File: config.mk
export PLATFORM = sky130hd
export DESIGN_NAME = ffba_acell
export DESIGN_NICKNAME = d
export VERILOG_FILES = /design/src/design/ffba_pkg.sv /design/src/design/ffba_acell.sv
export SDC_FILE = /design/constraint.sdc
export NUM_CORES = 1
export LEC_CHECK = 0
export BUFFER_PORTS_ARGS = -buffer_cell sky130_fd_sc_hd__buf_2
export CAP_MARGIN = 10
export CORE_MARGIN = 2
export CORE_UTILIZATION = 35
export CTS_CLUSTER_DIAMETER = 30
export DETAILED_ROUTE_END_ITERATION = 12
export PLACE_DENSITY_LB_ADDON = 0.08
export SLEW_MARGIN = 20
export SYNTH_ARGS = -nofsm -noshare
export SYNTH_HDL_FRONTEND = slang
export SYNTH_SLANG_ARGS = --single-unit
File: constraint.sdc
create_clock -name clk -period 2.25 [get_ports clk]
set_input_delay 0.1125 -clock clk [delete_from_list [all_inputs] [get_ports clk]]
set_output_delay 0.1125 -clock clk [all_outputs]
set_load 0.01 [all_outputs]
File: src/design/ffba_pkg.sv
`timescale 1ns / 1ps
`default_nettype none
// ----------------------------------------------------------------------------
// First-fit block allocator package
// Field widths, opcodes, status codes and the types that pass between the
// top level and the partition and allocation cells.
// ----------------------------------------------------------------------------
package ffba_pkg;

  localparam int OP_W        = 2;
  localparam int AMT_W       = 16;
  localparam int TAG_W       = 16;
  localparam int ST_W        = 3;
  localparam int PIDX_W      = 4;
  localparam int IN_TDATA_W  = 40;
  localparam int OUT_TDATA_W = 24;

  localparam logic [OP_W-1:0] OP_ADD   = 2'd0;
  localparam logic [OP_W-1:0] OP_ALLOC = 2'd1;
  localparam logic [OP_W-1:0] OP_FREE  = 2'd2;

  localparam logic [ST_W-1:0] ST_OK         = 3'd0;
  localparam logic [ST_W-1:0] ST_NO_FIT     = 3'd1;
  localparam logic [ST_W-1:0] ST_ALLOC_FULL = 3'd2;
  localparam logic [ST_W-1:0] ST_NOT_FOUND  = 3'd3;
  localparam logic [ST_W-1:0] ST_PART_FULL  = 3'd4;

  localparam logic [1:0] PCMD_NONE = 2'd0;
  localparam logic [1:0] PCMD_LOAD = 2'd1;
  localparam logic [1:0] PCMD_TAKE = 2'd2;
  localparam logic [1:0] PCMD_GIVE = 2'd3;

  typedef struct packed {
    logic vld;
    logic found;
  } tok_t;

  typedef struct packed {
    logic [1:0]       code;
    logic [AMT_W-1:0] value;
  } pcmd_t;

  typedef struct packed {
    logic             set;
    logic             clr;
    logic [TAG_W-1:0] tag;
    logic [AMT_W-1:0] size;
  } acmd_t;

endpackage : ffba_pkg
`default_nettype wire

File: src/design/ffba_acell.sv
`timescale 1ns / 1ps
`default_nettype none
// ----------------------------------------------------------------------------
// Allocation cell
// Holds one allocation record, tests a passing search token for a free entry
// or a tag match, and takes set and clear commands addressed to it.
// ----------------------------------------------------------------------------
module ffba_acell
  import ffba_pkg::*;
#(
  parameter int AW = 6,
  parameter int PW = 4
) (
  input  wire logic             clk,
  input  wire logic             rst_n,
  input  wire logic [AW-1:0]    cell_idx,
  input  wire tok_t             tok_i,
  input  wire logic [AW-1:0]    slot_i,
  input  wire logic [PW-1:0]    part_i,
  input  wire logic [AMT_W-1:0] size_i,
  input  wire logic             seek_free_i,
  input  wire logic [TAG_W-1:0] tag_key_i,
  input  wire acmd_t            cmd_i,
  input  wire logic [AW-1:0]    cmd_slot_i,
  input  wire logic [PW-1:0]    wr_part_i,
  output tok_t                  tok_o,
  output logic [AW-1:0]         slot_o,
  output logic [PW-1:0]         part_o,
  output logic [AMT_W-1:0]      size_o
);

  logic             valid_r;
  logic [TAG_W-1:0] tag_r;
  logic [PW-1:0]    part_r;
  logic [AMT_W-1:0] size_r;
  tok_t             tok_r;
  logic [AW-1:0]    slot_r;
  logic [PW-1:0]    tpart_r;
  logic [AMT_W-1:0] tsize_r;
  logic             match;
  logic             hit;
  logic             mine;

  assign match = seek_free_i ? !valid_r : (valid_r && tag_r == tag_key_i);
  assign hit   = tok_i.vld && !tok_i.found && match;
  assign mine  = (cmd_slot_i == cell_idx);

  always_ff @(posedge clk) begin
    if (!rst_n) begin
      valid_r   <= 1'b0;
      tok_r.vld <= 1'b0;
    end else begin
      tok_r.vld <= tok_i.vld;
      if (mine && cmd_i.set) begin
        valid_r <= 1'b1;
      end else if (mine && cmd_i.clr) begin
        valid_r <= 1'b0;
      end
    end
  end

  always_ff @(posedge clk) begin
    tok_r.found <= tok_i.found | hit;
    slot_r      <= hit ? cell_idx : slot_i;
    tpart_r     <= hit ? part_r : part_i;
    tsize_r     <= hit ? size_r : size_i;
    if (mine && cmd_i.set) begin
      tag_r  <= cmd_i.tag;
      part_r <= wr_part_i;
      size_r <= cmd_i.size;
    end
  end

  assign tok_o  = tok_r;
  assign slot_o = slot_r;
  assign part_o = tpart_r;
  assign size_o = tsize_r;

endmodule : ffba_acell
`default_nettype wire

== Yosys cells after proc, flatten, opt, wreduce, memory -nomap -nowiden ==
Cells that the tools add are included.

* Bitwise gates (word level): 1
* Eq/ne operators: 2
* Reductions and logical operators: 8
* Muxes and demuxes: 6

{| class="wikitable"
|+ Operator list
! operator !! count
|-
| $eq A16 B16 Y1 || 1
|-
| $mux W16 || 1
|-
| $eq A6 B6 Y1 || 1
|-
| $mux W6 || 1
|-
| $logic_and A1 B1 Y1 || 5
|-
| $mux W4 || 1
|-
| $mux W1 || 3
|-
| $logic_not A1 Y1 || 2
|-
| $reduce_bool A2 Y1 || 1
|-
| $or A1 B1 Y1 || 1
|}

* Input port bits: 97
* Flip-flop bits (word level): 65
* Output and inout bits: 28
* Word-level logic and storage cells: 26

== Longest topological paths before layout ==
Gate-level depths: netlist (run 1).

* Word-level depth: 5
* Gate-level depth with buffers: 8
* Depth with buffers taken out: 5

== Worst setup path after synthesis (run 1) ==
Ideal clock, no wire load.

* Kind: input to register
* Start point: in cell_idx[4]
* End point: reg part_r[0] (enable)
* Library setup time: 0.398 ns
* Buffers on the path: 0
* Cell stages on the path: 4
* Slack: 0.426 ns
* Data required time: 1.852 ns
* Data arrival time: 1.426 ns
* Cell sequence: xnor2_1 -> nand4_1 -> nor3_1 -> and2_1

* Cells in the longest elaborated chain, start to end: 2

{| class="wikitable"
|+ Ends and longest elaborated chain
! what !! RTL line !! RTL
|-
| start: declaration || ffba_acell.sv:16 || <nowiki>input wire logic [AW-1:0] cell_idx,</nowiki>
|-
| $eq A6 B6 Y1 || ffba_acell.sv:46 || <nowiki>assign mine = (cmd_slot_i == cell_idx);</nowiki>
|-
| $logic_and A1 B1 Y1 || ffba_acell.sv:67 || <nowiki>if (mine && cmd_i.set) begin</nowiki>
|-
| end signal: assignment || ffba_acell.sv:69 || <nowiki>part_r <= wr_part_i;</nowiki>
|-
| end: declaration || ffba_acell.sv:34 || <nowiki>logic [PW-1:0] part_r;</nowiki>
|}

Every way passes these cells.
A chain may end at the register's enable or synchronous reset.

== Worst setup path after layout (run 1) ==
* Start point: reg tag_r[11]
* End point: reg slot_r[3], in the netlist slot_o[3]

* Cells in the longest elaborated chain, start to end: 5

{| class="wikitable"
|+ Ends and longest elaborated chain
! what !! RTL line !! RTL
|-
| start: declaration || ffba_acell.sv:33 || <nowiki>logic [TAG_W-1:0] tag_r;</nowiki>
|-
| start signal: assignment || ffba_acell.sv:68 || <nowiki>tag_r <= cmd_i.tag;</nowiki>
|-
| $eq A16 B16 Y1 || ffba_acell.sv:44 || <nowiki>assign match = seek_free_i ? !valid_r : (valid_r && tag_r == tag_key_i);</nowiki>
|-
| $logic_and A1 B1 Y1 || ffba_acell.sv:44 ||
|-
| $mux W1 || ffba_acell.sv:44 ||
|-
| $logic_and A1 B1 Y1 || ffba_acell.sv:45 || <nowiki>assign hit = tok_i.vld && !tok_i.found && match;</nowiki>
|-
| $mux W6 || ffba_acell.sv:64 || <nowiki>slot_r <= hit ? cell_idx : slot_i;</nowiki>
|-
| end signal: assignment || ffba_acell.sv:64 ||
|-
| end: declaration || ffba_acell.sv:37 || <nowiki>logic [AW-1:0] slot_r;</nowiki>
|}

Every way passes these cells.

==> results of run 1 <==
[worst reg2reg max path: cells and delay by family, from the launching register on]
family	cells	cell delay, ns
flops	1	0.39
xor+xnor	1	0.16
buf+inv	1	0.33
compound gates	2	0.46
simple gates	2	0.41
[where the power goes]
part / switching (mW) / internal, mW
logic: 0.198 / 0.253
registers: 0.0123 / 1.30
clock network: 0.446 / 0.570
total: 0.656 / 2.13
[kinds of logic after synthesis]
logic type,Yosys count,share of synthesized area (%)
XOR/XNOR,22,5.887
buffers and inverters,24,3.975
flip-flops,65,50.76
AND/OR/NAND/NOR,117,19.65
AO/OA/AOI/OAI,56,19.72
[flip-flops by register name (all words and copies together) (netlist names)]
register  count
part_r        4
slot_o        6
tag_r        16
tok_o         2
valid_r       1
part_o        4
size_o       16
size_r       16
[per-layer routing]
| layer | vias to the layer above | routed length (µm) | GRT usage (%) |
|---|---|---|---|
| li1 | 1412 | - | - |
| met3 | 9 | 553 | 5.340 |
| met5 | - | 0 | 0 |
| met2 | 87 | 3767 | 26.82 |
| met4 | 0 | 101 | 5.058 |
| met1 | 1280 | 3783 | 20.31 |
[cell type report]
cell class / instances / area, µm² / share of cell area (%)
clock inverters: 3 / 40.04 / 0.8579
flip-flops and latches: 65 / 1662 / 35.60
clock buffers: 13 / 158.9 / 3.405
well taps: 111 / 138.9 / 2.976
repair buffers: 181 / 1184 / 25.36
multi-input cells: 195 / 1484 / 31.80
[final timing paths]
kind	startpoint	endpoint	slack, ns	cells after the start
worst max-delay path	tag_r[11]	slot_o[3]	0.36	6
worst min-delay path	size_i[10]	size_o[10]	0.01	3
worst max register to register	tag_r[11]	slot_o[3]	0.36	6
worst min register to register	size_r[5]	size_o[5]	0.55	2
[cell usage in the layout (no fill, tap or decap), types with 2 or more instances in the layout]
master,n
buf_2,124
nand2_1,53
dlygate4sd3_1,49
edfxtp_1,36
dfxtp_1,29
and3_1,26
a221oi_2,26
o311ai_1,26
xor2_1,17
nor2b_1,16
clkbuf_8,11
and2b_1,10
buf_4,7
xnor2_1,5
nor4_2,3
nor3_1,2
nand3_2,2
clkbuf_1,2
clkinv_2,2
[what timing repair did]
item / CTS / global route
buffers inserted: 0 / 0
hold buffers: 49 / 0
endpoints found under the hold margin: 49 / 0
[through the flow]
step / setup slack (ns) / total power, mW
detailed placement: 0.3798 / 1.732
global route: 0.2135 / 2.920
floorplan: 0.4263 / 1.557
global placement: 0.4242 / 1.725
finish: 0.3569 / 2.783
CTS: 0.3611 / 2.823
[synth_stat cells (all sizes together)]
cell type,instances,share of area (%)
dfxtp,29,18
nand2,53,6.1
nor3,2,0.31
and2b,10,2.3
o21a,1,0.23
edfxtp,36,33
a21oi,1,0.15
nor2b,16,3.1
and2,2,0.38
xor2,17,4.5
xnor2,5,1.3
a21boi,1,0.23
and3b,1,0.27
clkbuf,9,1.0
nor4,3,1.1
a221oi,26,12
o31ai,1,0.23
nand3,2,0.61
buf,15,2.9
o311ai,26,7.0
and3,26,5.0
nand4,1,0.19
nand3b,1,0.34
==> run summary, run 1 <==
The Yosys step of the flow raised 0 warnings. Post-CTS repair changed the size of 0 cells. Nature of the critical path endpoint: a flop. After legalization and detailed placement, the total HPWL measured 5.286 mm. Across the run, the number of max-cap violations was 0.

The worst path needs 1.893 ns of the cycle, external delays included. The core region area was 9153 µm². The number of top-level pins was 125.

The number of failing hold endpoints at the final stage was 0; the routed via count was 2788. The run gives 0 as the total inserted antenna cells. Grouping stages by cell kind, the critical path spends the most delay in compound AO/OA/AOI/OAI gates. The run gives 503 as the total instance count after detailed placement. Setup violations remaining at the end of the flow were counted as 0. The clock latency at the later pin of the worst-skew pair came out at 0.33 ns. The clock sink count was 65; the clock transition time at the flip-flop clock pins of the worst setup and hold paths was 0.07 ns.

The tools report the deepest level of the CTS H-tree as 3. The finished layout holds 568 standard cells, fillers aside. Fraction of layout instances using a drive strength above 1: 39.39%.

The tools report the row count as 35. Worst-case clock skew: 0.008939 ns. The number of global-route vias before repair is 2775, and the relative max-transition margin is 52.87%. The slew at the pin closest to its max-slew limit is 0.7069 ns. The pin count of the biggest net entering global routing is 54.

The tools report the cell at the root of the clock tree as clkbuf_8. The number of antenna violations at the first check in global routing came out at 0. For this run, design rule violations remaining after detail routing come to 0. The slowest stage of the critical path belongs to the cell edfxtp_1.

The horizontal die dimension was 100.7 µm; the mapped cell area was 3273 µm². The per-cell routed wire length was 14.45 µm; the remaining antenna violation count was 0. The cell count after synthesis came out at 284. The path class of the tightest hold or removal check is input pin to flop. Sequential fraction of the synthesis area: 50.76%. The largest single stage delay on the critical path is 0.39 ns. The tools report the global placer's final weighted congestion as 0.6910.

The run finished with clean final reports. For the total global routing overflow, the log shows 0. The critical path is of the flop to flop type. The tools report the global-route wire length before repair as 12.90 mm. The number of buffer and inverter instances along the worst setup path came out at 1.

The critical path goes through xor2_1 > nor4_2 > nand3_2 > buf_4 > a221oi_2 > o311ai_1. STA puts the critical path data arrival time at 2.08 ns. The sum of negative setup slack was 0 ns. The number of distinct library cells after synthesis is 25. STA classifies the critical path startpoint as a flop.

For this design the static power due to leakage is 1.928 nW. Power per standard cell area: 596.4 nW/µm². Total of fill cells in the finished design: 831. For the required time of the worst setup path, the log shows 2.44 ns.

The logs give 3978 µm² for the placed instance area and 4 for the iteration count of the initial detailed-routing pass. The highest achievable clock rate is 0.5282 GHz, and the synthesized flop and latch total is 65. No sink is reached through more buffers than the 2 on the longest clock path.

The number of max-slew violations in the final report was 0; the largest fanout on the critical path was 53. The run gives 8.206 mm as the total length of routed wires. Compared with the post-synthesis result, the final layout area differs by 42.58%.

The net total in the final layout is 549. The die covers 10140 µm². The initial utilization of the core area, before any placement, comes to 35.76%.

Port buffering added 124 buffers. VDD sags by at most 324.2 µV. Using the TritonRoute via totals, the vias-per-cell ratio works out to 4.908.

Setup repair after global routing left no endpoint under its margin. In this run the mean area of a mapped cell was 11.53 µm². In the finished design, the share of the clock period the worst path needs comes to 84.14%. Clock tree synthesis inserted a total of 9 buffers. After routing the design area is 4667 µm². TritonCTS built the clock tree. The logs give 381 for the number of nets in the synthesized netlist and 16.30% for the overall fraction of global-route tracks in use. The floorplan die height works out to 100.7 µm. For the post-layout utilization of the core, the log shows 50.99%. After the first detailed-routing iteration, the DRC count stood at 84. The run gives 0.01486 ns as the worst hold margin.
No activity file was read; power rests on OpenSTA's default activity.
==> run 2, diff against run 1 <==
Settings changed: ABC_AREA set to 1.
Clock period 2.25 ns to 1.8 ns, I/O delays scaled along.
==> run summary, run 2 <==
The sum of negative setup slack is 0 ns. In this run the worst path has a maximum fanout of 27. Summed over all nets, the switching power comes to 0.7700 mW. The clock reaches the later pin of the worst-skew pair after 0.33 ns. The tools report the number of antenna violations at the first check in global routing as 0.

The worst setup path is launched from an input pin. In this run the horizontal extent of the chip is 88.71 µm. In this run, flip-flops and latches consume 47.9% of the power.

The final layout contains routed wiring with a total length of 6.585 mm. The flow ran to the end, and the final reports show no timing, DRC or antenna violations. The number of max-slew violations in the final report is 0, and the mapped cell area is 2511 µm². The via-per-instance ratio works out to 4.162.

VDD sags by at most 445.8 µV. Summed over all cells, the static leakage comes to 2.065 nW. Setup-violating endpoint count in the final report: 0. The first global-routing pass estimated 9.825 mm of wire. Cell at the root of the clock tree: clkbuf_8.

In this run the remaining antenna-violating nets after routing total 0. The tools report the hold-critical path endpoint as slot_o[5]. The run gives 557 as the net total in the final layout. Of the cells placed in the final design, the portion with a size suffix greater than 1 is 31.83%. The cell count after synthesis came out at 258. The floorplan die height is 88.71 µm.

The class of the worst hold path was input pin to flop. In this run, the combinational gates consume 12.8% of the power. Once layout is done, the placed cells without fillers occupy 4175 µm². By instance count, the leading cell after synthesis is nand2_1. The per-cell routed wire length is 11.74 µm. The net switching fraction of the power was 22.46%.

The number of failing hold endpoints at the final stage came out at 0. The reg-to-reg critical path endpoint is size_o[5]. CTS built an H-tree with a depth of 3.

The depth of the worst register-to-register path was 10. The relative max-transition margin is 78.87%. For this run, the register share of the synthesized area comes to 66.17%. The nature of the critical path endpoint was a flop. Of the available clock period, the critical path in the final layout requires 89.15%. For the arrival time of data at the critical path endpoint, the log shows 1.64 ns. Cell internal power was estimated by the tool at 2.659 mW. Before antenna repair, the detailed router went through 4 iterations. The number of global-route vias before repair was 2293; the layout overhead on the synthesized area was 66.27%. The share of power burned in the clock network is 39.3%, and the portion of synthesized cell area occupied by the leading cell type is 43.05%.

The run gives 28 as the pin count of the biggest net entering global routing. For this configuration, the core starts out at a cell density of 36.56%. The total of fill cells in the finished design came out at 606. Synthesis instantiated 18 different standard cells from the library. The run gives 355 as the number of nets in the synthesized netlist. Biggest area consumer among synthesized cells: edfxtp_1. By startpoint and endpoint, the worst setup path is classified as input pin to flop. For the total global routing overflow, the log shows 0.

Yosys attributes the largest share of cell area to edfxtp_1 43%, dfxtp_1 23%, nand2_1 14%. The tools report the highest achievable clock rate as 0.6232 GHz. The logs give 561 for the number of cells in the finished layout apart from fillers and 0 for the number of remaining DRC errors. For the count of maximum capacitance violations, the log shows 0. By count the netlist is led by 96 x nand2_1, 36 x edfxtp_1, 35 x inv_1. 125 I/O pins were placed.

For the worst-case clock skew, the log shows 0.007271 ns. The primary flip-flop cell chosen by synthesis mapping was edfxtp_1. The global placer's final weighted congestion is 0.7635. The top cell types in the final layout, fill and taps aside, are 124 x buf_2, 96 x nand2_1, 68 x dlygate4sd3_1. The row count is 30. TritonCTS built the clock tree.

The power per standard cell area works out to 821.2 nW/µm². Synthesized flop and latch total: 65. The synthesized design contains 36 enable-type register cells. The run gives 7869 µm² as the die area.

For the placed instance area, the log shows 3269 µm². The most common cell after layout, fill and taps aside is buf_2. The worst reg2reg path startpoint was tag_r[11]. Post-synthesis async set-or-reset flop share: 0%. The slack of the worst reg-to-reg path is 0.24 ns. Setup repair after global routing left no endpoint under its margin. The clock period could shrink to 1.605 ns.

The DRC violation total after the first TritonRoute iteration is 46, and the total instance count after detailed placement is 477. The logs give 6869 µm² for the core region area and 0 for the number of warnings reported in the yosys synthesis log. The required time of the worst setup path was 1.83 ns; the total inserted antenna cells was 0. The slew at the pin closest to its max-slew limit was 0.3169 ns.

In this run, CTS created clock tree buffers numbering 9. Clock-pin slew was measured on the worst setup and hold paths at 0.07 ns. The logs give 2 for the maximum count of clock buffers along a single path and 2335 for the routed via count. Launch instance of the worst min-delay path: cell_idx[5].

Summed over all nets, the half-perimeter wirelength after detailed placement is 4.324 mm. Synthesized area per cell: 9.733 µm². The cell count of the worst hold path is 3.

The overall fraction of global-route tracks in use was 17.24%; the number of buffer cells added on primary ports was 124. The clock drives 65 sinks.
==> run 2: area by class of cell <==
cell class	instances	area (µm²)	area share [%]
clock inverters	7	92.59	2.218
inverters	35	131.4	3.147
multi-input cells	152	681.9	16.33
flip-flops and latches	65	1662	39.80
repair buffers	197	1364	32.66
clock buffers	9	123.9	2.967
well taps	96	120.1	2.877
==> run 2: cell families (layout without fill, tap and decap cells) <==
| logic type | after synthesis | count (layout) | synth area share [%] |
|---|---|---|---|
| xor+xnor | 5 | 5 | 1.744 |
| compound gates | 4 | 4 | 1.146 |
| buf+inv | 41 | 248 | 7.025 |
| flops | 65 | 65 | 66.17 |
| simple gates | 143 | 143 | 23.92 |
==> run 2: how the worst max path moves through the flow <==
stage,start,end,slack (ns)
6_report,cell_idx[0],tag_r[2],0.20
3_3_place_gp,tag_r[11],slot_o[5],0.20
3_5_place_dp,tag_r[3],size_o[4],0.19
4_1_cts,tag_r[11],slot_o[1],0.18
5_1_grt,tag_r[11],size_o[12],0.03
2_1_floorplan,cmd_slot_i[4],part_r[0],0.14
==> run 2: stage by stage <==
step                power, mW  hold WS [ns]  worst slack (ns)  utilization, %
floorplan               1.810        0.1835            0.1405               -
detailed placement      1.998        0.2681            0.1886           47.60
global route            3.588       0.03202           0.03356           60.78
global placement        1.994        0.2665            0.1983           47.60
CTS                     3.464       0.01214            0.1835           60.66
finish                  3.429       0.02878            0.1953           60.78
==> run 2: routing by layer <==
metal | wire length [µm] | up-vias | track usage, % | part of all wire (%)
met3 | 437 | 10 | 5.877 | 6.6
met1 | 2724 | 1019 | 19.31 | 41
met2 | 3300 | 85 | 29.31 | 50
met4 | 122 | 0 | 8.402 | 1.9
met5 | 0 | - | 0 | 0
li1 | - | 1221 | - | -
==> run 2: power groups by stage <==
stage          clock network, mW  registers (mW)  logic (mW)
2_1_floorplan                  0            1.70       0.111
3_3_place_gp                   0            1.67       0.321
3_5_place_dp                   0            1.67       0.325
4_1_cts                     1.39            1.64       0.438
5_1_grt                     1.45            1.65       0.489
6_report                    1.35            1.64       0.440
==> run 2: worst max-delay path: stages <==
cell           delay [ns]
dlygate4sd3_1        0.53
buf_2                0.13
inv_1                0.06
or2_2                0.10
nand4_1              0.09
nor3_1               0.20
nand2_1              0.10
inv_1                0.12
buf_12               0.20
==> run 2: timing repair <==
item	4_1_cts	5_1_grt
hold endpoints to repair	64	0
buffers inserted	0	0
endpoints found under the setup margin	0	19
resized for setup	0	1
hold buffers	68	0
