File: src/design/ffba_pkg.sv
`timescale 1ns / 1ps
`default_nettype none
// ----------------------------------------------------------------------------
// First-fit block allocator package
// Field widths, opcodes, status codes and the types that pass between the
// top level and the partition and allocation cells.
// ----------------------------------------------------------------------------
package ffba_pkg;

  localparam int OP_W        = 2;
  localparam int AMT_W       = 16;
  localparam int TAG_W       = 16;
  localparam int ST_W        = 3;
  localparam int PIDX_W      = 4;
  localparam int IN_TDATA_W  = 40;
  localparam int OUT_TDATA_W = 24;

  localparam logic [OP_W-1:0] OP_ADD   = 2'd0;
  localparam logic [OP_W-1:0] OP_ALLOC = 2'd1;
  localparam logic [OP_W-1:0] OP_FREE  = 2'd2;

  localparam logic [ST_W-1:0] ST_OK         = 3'd0;
  localparam logic [ST_W-1:0] ST_NO_FIT     = 3'd1;
  localparam logic [ST_W-1:0] ST_ALLOC_FULL = 3'd2;
  localparam logic [ST_W-1:0] ST_NOT_FOUND  = 3'd3;
  localparam logic [ST_W-1:0] ST_PART_FULL  = 3'd4;

  localparam logic [1:0] PCMD_NONE = 2'd0;
  localparam logic [1:0] PCMD_LOAD = 2'd1;
  localparam logic [1:0] PCMD_TAKE = 2'd2;
  localparam logic [1:0] PCMD_GIVE = 2'd3;

  typedef struct packed {
    logic vld;
    logic found;
  } tok_t;

  typedef struct packed {
    logic [1:0]       code;
    logic [AMT_W-1:0] value;
  } pcmd_t;

  typedef struct packed {
    logic             set;
    logic             clr;
    logic [TAG_W-1:0] tag;
    logic [AMT_W-1:0] size;
  } acmd_t;

endpackage : ffba_pkg
`default_nettype wire

File: src/design/ffba_pcell.sv
`timescale 1ns / 1ps
`default_nettype none
// ----------------------------------------------------------------------------
// Partition cell
// Holds the free space of one partition, tests a passing search token for a
// first fit and applies load, take and give commands addressed to it.
// ----------------------------------------------------------------------------
module ffba_pcell
  import ffba_pkg::*;
#(
  parameter int PW = 4
) (
  input  wire logic             clk,
  input  wire logic             rst_n,
  input  wire logic [PW-1:0]    cell_idx,
  input  wire tok_t             tok_i,
  input  wire logic [PW-1:0]    idx_i,
  input  wire logic [AMT_W-1:0] amount_i,
  input  wire pcmd_t            cmd_i,
  input  wire logic [PW-1:0]    cmd_idx_i,
  output tok_t                  tok_o,
  output logic [PW-1:0]         idx_o
);

  logic             valid_r;
  logic [AMT_W-1:0] free_r;
  tok_t             tok_r;
  logic [PW-1:0]    idx_r;
  logic             hit;
  logic             mine;
  logic [AMT_W:0]   sum;

  assign hit  = tok_i.vld && !tok_i.found && valid_r && (free_r >= amount_i);
  assign mine = (cmd_idx_i == cell_idx);
  assign sum  = {1'b0, free_r} + {1'b0, cmd_i.value};

  always_ff @(posedge clk) begin
    if (!rst_n) begin
      valid_r   <= 1'b0;
      tok_r.vld <= 1'b0;
    end else begin
      tok_r.vld <= tok_i.vld;
      if (mine && cmd_i.code == PCMD_LOAD) begin
        valid_r <= 1'b1;
      end
    end
  end

  always_ff @(posedge clk) begin
    tok_r.found <= tok_i.found | hit;
    idx_r       <= hit ? cell_idx : idx_i;
    if (mine) begin
      case (cmd_i.code)
        PCMD_LOAD: free_r <= cmd_i.value;
        PCMD_TAKE: free_r <= free_r - cmd_i.value;
        PCMD_GIVE: free_r <= sum[AMT_W] ? '1 : sum[AMT_W-1:0];
        default:   free_r <= free_r;
      endcase
    end
  end

  assign tok_o = tok_r;
  assign idx_o = idx_r;

endmodule : ffba_pcell
`default_nettype wire

File: config.mk
export PLATFORM = sky130hd
export DESIGN_NAME = ffba_pcell
export DESIGN_NICKNAME = d
export VERILOG_FILES = /design/src/design/ffba_pkg.sv /design/src/design/ffba_pcell.sv
export SDC_FILE = /design/constraint.sdc
export NUM_CORES = 1
export LEC_CHECK = 0
export ABC_AREA = 0
export BUFFER_PORTS_ARGS = -buffer_cell sky130_fd_sc_hd__buf_2
export CORE_MARGIN = 3
export CORE_UTILIZATION = 57
export CTS_CLUSTER_DIAMETER = 120
export DETAILED_ROUTE_END_ITERATION = 10
export PLACE_DENSITY = 0.82
export SKIP_CTS_REPAIR_TIMING = 1
export SYNTH_ARGS = -nofsm -noshare
export SYNTH_HDL_FRONTEND = slang
export SYNTH_SLANG_ARGS = --single-unit
File: constraint.sdc
create_clock -name clk -period 2.93 [get_ports clk]
set_input_delay 0.586 -clock clk [delete_from_list [all_inputs] [get_ports clk]]
set_output_delay 0.586 -clock clk [all_outputs]
set_load 0.01 [all_outputs]
# Word level (Yosys, flattened, before mapping)
# Cells that the tools add are included.
[classes] addsub=2 order_cmp=1 eq_ne=4 mux=3 n_bitwise=1 n_reduce_logical=7
[op_table] operator="16-bit case mux with 3 select lines" n=1
[op_table] operator="16-bit by 16-bit adder with 17-bit output" n=1
[op_table] operator="16-bit greater-or-equal comparator" n=1
[op_table] operator="16-bit 2-to-1 mux" n=1
[op_table] operator="16-bit subtractor" n=1
[op_table] operator="2-bit equality test, second input constant" n=2
[op_table] operator="4-bit equality test" n=1
[op_table] operator="1-bit logical AND" n=4
[op_table] operator="4-bit 2-to-1 mux" n=1
[op_table] operator="3-bit nonzero test" n=1
[op_table] operator="2-bit by 1-bit equality test with 1-bit output, second input constant" n=1
[op_table] operator="2-bit AND reduction" n=1
[op_table] operator="1-bit zero test" n=1
[op_table] operator="1-bit OR" n=1
[totals] regBits=23 in_bits=50 output_inout_bits=6 elab_cells=23

# Longest topological paths before layout
# Gate-level depths: netlist (run 1).
[depth] word_depth=5 mapped_depth=10 depth_no_buf=10

# Worst setup path before layout (run 1)
# No wires, ideal clock.
[synth_timing] path_kind="input to register" from="input port cmd_i[0] (netlist bit)" to="register free_r[11], data pin" setup_time_ns=0.263 arrival_time_ns=2.479 setup_slack_ns=0.188 path_stages=8 n_path_buf=0 cell_sequence="ha_1 -> fa_1 -> and2b_4 -> o21bai_2 -> nor3b_2 -> o211ai_2 -> a31o_2 -> a2111o_1"
[synth_between] elab_chain_len=3 word_cells_on_any_way=4 cone_classes="2 x add/sub; 2 x mux"
[synth_rtl] item="start: declaration" line="ffba_pcell.sv:19" rtl="input wire pcmd_t cmd_i,"
[synth_rtl] item="16-bit by 16-bit adder with 17-bit output" line="ffba_pcell.sv:35" rtl="assign sum = {1'b0, free_r} + {1'b0, cmd_i.value};"
[synth_rtl] item="16-bit 2-to-1 mux" line="ffba_pcell.sv:56" rtl="PCMD_GIVE: free_r <= sum[AMT_W] ? '1 : sum[AMT_W-1:0];"
[synth_rtl] item="16-bit case mux with 3 select lines *" line="ffba_pcell.sv:53" rtl="case (cmd_i.code)"
[synth_rtl] item="end signal: assignment" line="ffba_pcell.sv:54" rtl="PCMD_LOAD: free_r <= cmd_i.value;"
[synth_rtl] item="end signal: assignment" line="ffba_pcell.sv:56"
[synth_rtl] item="end signal: assignment" line="ffba_pcell.sv:57" rtl="default: free_r <= free_r;"
[synth_rtl] item="end: declaration" line="ffba_pcell.sv:26" rtl="logic [AMT_W-1:0] free_r;"
# Every way passes the cells marked *; elsewhere a longest branch is shown, timed or not.
# A chain may end at the register's enable or synchronous reset.

# Worst setup path in the final report (run 1)
[layout_timing] from="register free_r[1]" to="register free_r[11], data pin"
[layout_between] elab_chain_len=3 word_cells_on_any_way=4 cone_classes="2 x add/sub; 2 x mux"
[layout_rtl] item="start signal: assignment" line="ffba_pcell.sv:54"
[layout_rtl] item="start signal: assignment" line="ffba_pcell.sv:55" rtl="PCMD_TAKE: free_r <= free_r - cmd_i.value;"
[layout_rtl] item="start signal: assignment" line="ffba_pcell.sv:56"
[layout_rtl] item="16-bit by 16-bit adder with 17-bit output" line="ffba_pcell.sv:35"
[layout_rtl] item="16-bit 2-to-1 mux" line="ffba_pcell.sv:56"
[layout_rtl] item="16-bit case mux with 3 select lines *" line="ffba_pcell.sv:53"
# Marks and branches as above.

==> impl_results.rst, run 1 <==
.. list-table::
   :header-rows: 1

   * - Metric
     - Value
   * - Outcome
     - completed
   * - Reg-to-reg setup timing slack
     - roughly 0.24 ns
   * - Worst IR Drop VDD
     - ~0.22 mV
   * - Drt drc
     - 0
   * - Cells along the critical path
     - ha_1 -> nor2b_1 -> o2111ai_1 -> a21oi_1 -> o311ai_1 -> a22o_1 -> and3_1 -> a2111o_1
   * - Total I/O pin count
     - 56
   * - Top library cells by usage in the layout, fill and taps aside
     - buf_2 (55), ha_1 (47), inv_1 (40)
   * - Number of hold violations in the final report
     - 0
   * - Post-Synthesis Net Count
     - roughly 450
   * - Final cell count without fillers
     - 482
   * - Top Family by Delay on Critical Path
     - compound AO/OA/AOI/OAI gates
   * - Final setup violation count
     - 0
   * - Total buffers and inverters traversed by the critical path
     - 0
   * - Worst-case clock skew
     - roughly 0.0017 ns
   * - Number of input and output port buffers inserted
     - 55
   * - Top-area cell type share of the netlist area
     - between 10% and 20%
   * - Synth warn
     - 0
   * - GR Overflow Total
     - 0
   * - Seq/Total Area, Yosys
     - around a fifth
   * - Initial standard-cell utilization of the core
     - approximately 61%
   * - Synthesis-to-finish area growth
     - 15.2%
   * - Leakage
     - around 0.0016 uW
   * - Number of vias per cell
     - approximately 5.9
   * - Crit Path Max Fanout
     - 5
   * - Startpoint class of the critical path
     - register
   * - Number of placed cells counting well taps
     - 478
   * - Count of cell instances traversed by the critical path
     - 8
   * - Highest metal layer with signal wires
     - met4
   * - Wire length of the first global-routing pass
     - 12800 um
   * - WL/cell
     - 16.1 um
   * - Count of routing violations after the opening detailed-route iteration
     - approximately 290
   * - FMAX
     - approximately 0.37 GHz
   * - Kind of critical path
     - register to register
   * - PnR Total Power
     - 1000 uW
   * - R2R depth
     - 8
   * - Actual transition at the worst max-transition pin
     - approximately 0.43 ns
   * - Detailed route wirelength on metal3
     - about 500 um
   * - Height of the die
     - 78.4 um
   * - Die Width
     - just under 80 um
   * - Worst-Skew Late Latency
     - around 0.27 ns
   * - Met1 Routed Length
     - roughly 3600 um
   * - CP Data Required Time
     - around 3 ns
   * - Type of element capturing the critical path
     - register
   * - Portion of the clock cycle consumed by the worst path in the final layout
     - 91.7%
   * - Start point of the worst hold path
     - valid_r$_SDFFE_PN0P_
   * - Unique cell type count in the Yosys netlist
     - just under 70
   * - Min-Delay Path Class
     - register to register
   * - EDFF count, synth
     - 16
   * - Clock transition at the register clock pins on the worst setup and hold paths after CTS
     - about 0.10 ns
   * - Relative slew margins
     - a little under three quarters
   * - Post-Route WL
     - between 7000 and 8000 um
   * - Clock H-tree levels
     - 1
   * - Overall routing resource usage
     - around a quarter
   * - Mapped cell area
     - about 3000 um^2
   * - Number of maximum-capacitance constraint violations
     - 0
   * - WP data arrival
     - about 2.7 ns
   * - Total power per unit cell area
     - about 290 nW/um^2
   * - Largest incremental delay on the critical path
     - roughly 0.5 ns
   * - Most common cell after layout, fill and taps aside
     - buf_2
   * - Cells taking the most area after synthesis
     - ha_1 (20%), edfxtp_1 (16%), a21oi_1 (5.0%), inv_1 (5.0%), dfxtp_1 (4.7%)
   * - Max clock buf depth
     - 2
   * - DRT Pass-1 Iters
     - 5
   * - Via count of the first global-routing pass
     - approximately 2700
   * - TritonCTS sink count
     - 23
   * - Antenna violations before repair
     - 0
   * - Cells after Synth
     - 355
   * - DR vias
     - between 2000 and 3000
   * - Placed Instance Area
     - around 3400 um^2
   * - Length of routed met2 wiring
     - about 3500 um
   * - Die Area
     - a little over 6000 um^2
   * - Total Nets Final
     - slightly above 500
   * - Final weighted congestion in routability-driven placement
     - between 0.9 and 1
   * - Flip-flop and latch count after synthesis
     - 23
   * - Critical path origin
     - free_r[1]$_DFFE_PP_
   * - Syn Area/Cell
     - between 8 and 9 um^2
   * - Count of inserted antenna diode cells
     - 0
   * - Share of cells above drive strength 1
     - between 20% and 30%
   * - Slowest CP cell
     - edfxtp_1
   * - Final HPWL from detailed placement
     - slightly above 6000 um
   * - Detail Route Antenna Nets
     - 0
   * - Root buffer cell
     - clkbuf_8
   * - Placeable Area
     - 4880 um^2
   * - Share of flip-flops with an asynchronous set or reset after synthesis
     - 0%
   * - Dominant synthesized flop cell
     - edfxtp_1
   * - Leading area contributor after synthesis
     - ha_1
   * - Placement Rows
     - 25
   * - Total Negative Setup Slacks
     - 0 ns
   * - Period minus WS final
     - between 2 and 3 ns
   * - Area of all placed cells without fillers
     - 3440 um^2
   * - Pin count of the biggest net entering global routing
     - 24
   * - Pins Over Slew Limit
     - 0
   * - TritonCTS Buffers
     - 3
   * - RSZ-0062 raised after global routing
     - false
   * - Reg2reg start
     - free_r[1]$_DFFE_PP_
   * - Worst Hold Depth
     - 1
   * - CTS tree
     - built
## worst paths after layout
check / to
max reg2reg: free_r[11]$_DFFE_PP_
max: free_r[11]$_DFFE_PP_
min reg2reg: valid_r$_SDFFE_PN0P_
min: valid_r$_SDFFE_PN0P_
## report_power, final
part / switching, uW / internal (uW)
clock network: 123 / 95.4
logic: 226 / 185
registers: 7.52 / 366
## layout make-up
type                    instances  area [um^2]
multi-input cells             275         2140
fillers                       423         1440
flip-flops and latches         23          621
repair buffers                 71          395
inverters                      42          158
well taps                      67         83.8
clock buffers                   3         41.3
clock inverters                 1         5.00
## logic make-up after synthesis
| kind of cell | count (synthesis) | share of synthesized area (%) |
|---|---|---|
| flops | 23 | 20.8 |
| xor+xnor | 13 | 3.81 |
| buf+inv | 57 | 7.67 |
| fa+ha+maj | 49 | 21.0 |
| compound gates | 123 | 29.2 |
| mux | 7 | 2.56 |
| simple gates | 83 | 15.0 |
## cells in the mapped netlist, types with 4 or more instances
master,count
nor3_1,7
nand2b_1,8
nor2_1,15
nand3_1,5
o21ai_1,7
mux2_1,5
a211oi_1,5
xor2_1,4
a21o_1,11
inv_1,40
nand2_1,18
xnor2_1,9
o211ai_1,12
and3_1,5
o21a_1,7
dfxtp_1,7
or2_1,5
a31oi_1,4
a21oi_1,30
nor2b_1,6
ha_1,47
clkbuf_1,10
edfxtp_1,16
o21ai_0,11
## flip-flops by register name (all words and copies together) (netlist names)
register and count:
valid_r 1, idx_o 4, tok_o 2, free_r 16
## stage by stage
| step | util [%] | hold WS [ns] | setup slack [ns] |
|---|---|---|---|
| 6_report | 70.5 | 0.498 | 0.244 |
| 5_1_grt | 70.5 | 0.523 | 0.0827 |
| 4_1_cts | 70.5 | 0.493 | 0.258 |
| 3_5_place_dp | 69.5 | 0.470 | -0.0398 |
| 3_3_place_gp | 69.5 | 0.456 | 0.0160 |
| 2_1_floorplan | - | 0.440 | 0.188 |
## routing by layer
layer  vias to the layer above  track usage (%)
met4                         0             7.17
met5                         -                0
li1                       1427                -
met3                        12             3.56
met2                       127             41.8
met1                      1291             36.4
No activity file was read; power rests on OpenSTA's default activity.
==> run 2: changes to the inputs <==
PLACE_DENSITY = not set   (was 0.82)
PLACE_DENSITY_LB_ADDON = 0.08   (was not set)
REMOVE_ABC_BUFFERS = 1   (was not set)
==> impl_results.rst, run 2 (synthesis results as in run 1) <==
.. list-table::
   :header-rows: 1

   * - Metric
     - Value
   * - Total Nets Final
     - ~520
   * - DRT Pass-1 Iters
     - 5
   * - Critical path origin
     - free_r[0]$_DFFE_PP_
   * - Largest incremental delay on the critical path
     - between 0.4 and 0.5 ns
   * - Min-Delay Path Class
     - input port to register
   * - Actual transition at the worst max-transition pin
     - 0.442 ns
   * - Final setup violation count
     - 0
   * - Overall routing resource usage
     - ~27%
   * - Number of vias per cell
     - 6.05
   * - Portion of the clock cycle consumed by the worst path in the final layout
     - between 90 and 100%
   * - Number of placed cells counting well taps
     - 485
   * - Register name with the most flops
     - free_r
   * - Final weighted congestion in routability-driven placement
     - between 1 and 1.5
   * - Worst IR Drop VDD
     - 0.222 mV
   * - Cells along the critical path
     - inv_1 -> ha_1 -> fa_1 -> nor2b_4 -> o31a_1 -> o41a_1 -> a311o_1 -> a21boi_1 -> xor2_1 -> o21ai_1
   * - Most common cell after layout, fill and taps aside
     - buf_2
   * - Startpoint class of the critical path
     - register
   * - TritonCTS sink count
     - 23
   * - Relative slew margins
     - about 71%
   * - Die Area
     - between 6000 and 7000 um^2
   * - Total power per unit cell area
     - 292 nW/um^2
   * - Fillers
     - between 400 and 500
   * - Crit Path Max Fanout
     - 2
   * - Placement Rows
     - 25
   * - Total Negative Setup Slacks
     - 0 ns
   * - Count of inserted antenna diode cells
     - 0
   * - Leakage
     - about 0.0017 uW
   * - Post-Route WL
     - 7950 um
   * - PnR Total Power
     - between 1000 and 1500 uW
   * - Worst-Skew Late Latency
     - roughly 0.28 ns
   * - Number of input and output port buffers inserted
     - 55
   * - Synthesis-to-finish area growth
     - 17.0%
   * - Slowest CP cell
     - edfxtp_1
   * - Root buffer cell
     - clkbuf_8
   * - DR vias
     - slightly below 3000
   * - TritonCTS Buffers
     - 3
   * - Kind of critical path
     - register to register
   * - GR Overflow Total
     - 0
   * - CTS tree
     - built
   * - WL/cell
     - roughly 16 um
   * - Top library cells by usage in the layout, fill and taps aside
     - buf_2 (55), ha_1 (47), inv_1 (40)
   * - Share of cells above drive strength 1
     - between 20% and 30%
   * - Antenna violations before repair
     - 0
   * - Clock transition at the register clock pins on the worst setup and hold paths after CTS
     - ~0.10 ns
   * - Multi-input gate area in the final layout
     - between 2000 and 2500 um^2
   * - Detail Route Antenna Nets
     - 0
   * - Outcome
     - completed
   * - Setup WS post-layout
     - approximately 0.22 ns
   * - Clock H-tree levels
     - 1
   * - CP Data Required Time
     - just under 3 ns
   * - Count of routing violations after the opening detailed-route iteration
     - slightly below 300
   * - Die Width
     - 78.4 um
   * - Max clock buf depth
     - 2
   * - Period minus WS final
     - around 2.7 ns
   * - Total I/O pin count
     - 56
   * - Placeable Area
     - between 4000 and 5000 um^2
   * - Footprint of the flip-flops and latches
     - ~620 um^2
   * - Drt drc
     - 0
   * - Placed Instance Area
     - ~3400 um^2
   * - Final HPWL from detailed placement
     - 6440 um
   * - Max reg flops
     - 16
   * - Pins Over Slew Limit
     - 0
   * - RSZ-0062 raised after global routing
     - false
   * - Final cell count without fillers
     - a little under 500
   * - Number of maximum-capacitance constraint violations
     - 0
   * - Reg2reg start
     - free_r[0]$_DFFE_PP_
   * - Initial standard-cell utilization of the core
     - a little over 60%
   * - Placement-stage worst setup slack
     - -0.00626 ns
   * - Number of hold violations in the final report
     - 0
   * - Worst-case clock skew
     - between 0.005 and 0.006 ns
   * - WP data arrival
     - 2.74 ns
   * - Pin count of the biggest net entering global routing
     - 24
   * - Area of all placed cells without fillers
     - 3490 um^2
   * - FMAX
     - around 0.37 GHz
   * - Height of the die
     - 78.4 um
   * - Type of element capturing the critical path
     - register
   * - Via count of the first global-routing pass
     - approximately 2800
   * - Start point of the worst hold path
     - tok_i[0]
   * - Wire length of the first global-routing pass
     - about 13000 um
==> run 2: changes by cell type in the layout (fill, tap and decap cells not counted) <==
cell	change
buf_4	+7
clkinv_2	-1
inv_4	+1
==> run 2: critical path, delay by kind of cell (launching register included) <==
kind	cells	cell delay, ns
AO/OA/AOI/OAI	5	1.26
XOR/XNOR	1	0.21
adder cells (fa/ha/maj)	2	0.43
buffers and inverters	1	0.09
flip-flops	1	0.41
AND/OR/NAND/NOR	1	0.06
==> run 2: cell type report <==
class                      count  share of cell area, %
timing repair buffer          78                   12.8
clock buffer                   3                   1.18
tap                           67                   2.40
multi-input combinational    275                   61.1
inverter                      42                   4.51
sequential                    23                   17.8
clock inverter                 1                  0.179
==> run 2: per-layer routing <==
metal	part of all wire [%]	vias to the layer above	global-route usage, %
met1	44	1346	35.8
met3	9.0	16	3.90
met4	1.2	0	6.64
li1	-	1439	-
met2	46	159	45.4
met5	0	-	0
==> run 2: through the flow <==
| step | util (%) | hold WS, ns |
|---|---|---|
| final | 71.6 | 0.507 |
| after detailed placement | 70.6 | 0.485 |
| after CTS | 71.6 | 0.502 |
| after floorplan | - | 0.440 |
| after global placement | 70.6 | 0.455 |
| after global routing | 71.6 | 0.516 |
==> run 2: final timing paths <==
path | depth (start not counted) | endpoint | slack, ns
worst max register to register | 10 | free_r[10]$_DFFE_PP_ | 0.22
worst max-delay path | 10 | free_r[10]$_DFFE_PP_ | 0.22
worst min register to register | 1 | valid_r$_SDFFE_PN0P_ | 0.51
worst min-delay path | 2 | tok_o[0]$_DFF_P_ | 0.51
==> run 2: power breakdown <==
group          internal, uW  switching (uW)
Clock                  97.4             125
Sequential              366            7.29
Combinational           194             232
==> run 3: changes to the inputs <==
CORE_UTILIZATION = 35   (was 57)
==> impl_results.rst, run 3 (synthesis results as in run 1) <==
.. list-table::
   :header-rows: 1

   * - Metric
     - Value
   * - Wire length of the first global-routing pass
     - around 14000 um
   * - Worst Hold Slack
     - slightly below 0.5 ns
   * - Drt drc
     - 0
   * - Max reg flops
     - 16
   * - DR vias
     - around 2800
   * - CP Data Required Time
     - between 2 and 3 ns
   * - Slowest CP cell
     - fa_1
   * - Number of maximum-capacitance constraint violations
     - 0
   * - Die Width
     - slightly below 100 um
   * - Fillers
     - between 800 and 900
   * - Count of routing violations after the opening detailed-route iteration
     - ~180
   * - Outcome
     - completed
   * - Number of hold violations in the final report
     - 0
   * - Cells along the critical path
     - buf_2 -> ha_1 -> fa_1 -> and2b_4 -> o21bai_2 -> nor3b_2 -> o211ai_2 -> a31o_2 -> a2111o_1
   * - Largest incremental delay on the critical path
     - between 0.4 and 0.5 ns
   * - Clock transition at the register clock pins on the worst setup and hold paths after CTS
     - 0.10 ns
   * - Worst-case clock skew
     - 0.00522 ns
   * - Type of element capturing the critical path
     - register
   * - Die Area
     - between 9000 and 10000 um^2
   * - WP data arrival
     - around 2.8 ns
   * - Kind of critical path
     - input port to register
   * - Detail Route Antenna Nets
     - 0
   * - Register name with the most flops
     - free_r
   * - Initial standard-cell utilization of the core
     - a little over a third
   * - Crit Path Max Fanout
     - 5
   * - Total I/O pin count
     - 56
   * - TritonCTS Buffers
     - 3
   * - Actual transition at the worst max-transition pin
     - roughly 0.48 ns
   * - Synthesis-to-finish area growth
     - 19.6%
   * - Most common cell after layout, fill and taps aside
     - buf_2
   * - Top library cells by usage in the layout, fill and taps aside
     - buf_2 (55), ha_1 (47), inv_1 (40)
   * - Total Negative Setup Slacks
     - 0 ns
   * - Post-Route WL
     - 8390 um
   * - Max clock buf depth
     - 2
   * - Portion of the clock cycle consumed by the worst path in the final layout
     - a little over nine tenths
   * - Relative slew margins
     - between 60% and 70%
   * - Via count of the first global-routing pass
     - 2843
   * - Placeable Area
     - around 8300 um^2
   * - Height of the die
     - about 98 um
   * - Final HPWL from detailed placement
     - 6780 um
   * - Root buffer cell
     - clkbuf_8
   * - Total Nets Final
     - 523
   * - Overall routing resource usage
     - roughly 18%
   * - Number of input and output port buffers inserted
     - 55
   * - PnR Total Power
     - 1020 uW
   * - Min-Delay Path Class
     - register to register
   * - Startpoint class of the critical path
     - input port
   * - Pin count of the biggest net entering global routing
     - 24
   * - GR Overflow Total
     - 0
   * - Clock H-tree levels
     - 1
   * - Worst IR Drop VDD
     - 0.160 mV
   * - Final weighted congestion in routability-driven placement
     - about 0.88
   * - DRT Pass-1 Iters
     - 4
   * - WL/cell
     - between 15 and 20 um
   * - RSZ-0062 raised after global routing
     - false
   * - CTS tree
     - built
   * - Period minus WS final
     - 2.76 ns
   * - Pins Over Slew Limit
     - 0
   * - TritonCTS sink count
     - 23
   * - Count of inserted antenna diode cells
     - 0
   * - Antenna violations before repair
     - 0
   * - Total power per unit cell area
     - 285 nW/um^2
   * - Final setup violation count
     - 0
   * - Number of vias per cell
     - around 5.3
   * - Leakage
     - ~0.0017 uW
   * - Placement Rows
     - 33
   * - Worst-Skew Late Latency
     - 0.28 ns
   * - Share of cells above drive strength 1
     - between 20% and 30%
   * - FMAX
     - between 0.3 and 0.4 GHz
==> run 3: final timing paths <==
path,start,depth (start not counted),end,slack (ns)
setup reg to reg,free_r[0]$_DFFE_PP_,8,free_r[11]$_DFFE_PP_,0.18
hold reg to reg,valid_r$_SDFFE_PN0P_,1,valid_r$_SDFFE_PN0P_,0.48
setup / recovery,cmd_i[0],9,free_r[11]$_DFFE_PP_,0.17
hold / removal,valid_r$_SDFFE_PN0P_,1,valid_r$_SDFFE_PN0P_,0.48
==> run 3: area by class of cell <==
type | instances | area [um^2] | area share [%]
clock buffer | 4 | 45.0 | 1.26
tap | 105 | 131 | 3.68
sequential | 23 | 621 | 17.4
inverter | 42 | 158 | 4.41
multi-input combinational | 275 | 2140 | 59.8
timing repair buffer | 79 | 480 | 13.5
==> run 3: critical path, delay by kind of cell <==
| kind | cells | cell delay [ns] |
|---|---|---|
| AO/OA/AOI/OAI | 4 | 1.00 |
| adder cells (fa/ha/maj) | 2 | 0.64 |
| buffers and inverters | 1 | 0.11 |
| AND/OR/NAND/NOR | 2 | 0.46 |
==> run 3: power breakdown <==
group / internal, uW / total [uW] / switching, uW
registers: 366 / 374 / 8.04
logic: 196 / 424 / 227
clock network: 97.6 / 220 / 123
==> run 3: stage by stage <==
stage | setup slack [ns] | std cells | area (um^2) | utilization (%)
after floorplan | 0.188 | 340 | 2910 | -
after global placement | -0.147 | 524 | 3530 | 42.7
after detailed placement | -0.144 | 524 | 3530 | 42.7
after CTS | 0.0935 | 528 | 3570 | 43.2
after global routing | 0.0163 | 528 | 3570 | 43.2
final | 0.172 | 528 | 3570 | 43.2
==> run 3: layer usage <==
metal  up-vias  global-route usage (%)  share of wire (%)
met5         -                       0                  0
met4         0                    4.73               0.74
met3         4                    2.50                 11
met2       101                    27.9                 44
met1      1266                    25.3                 44
li1       1436                       -                  -
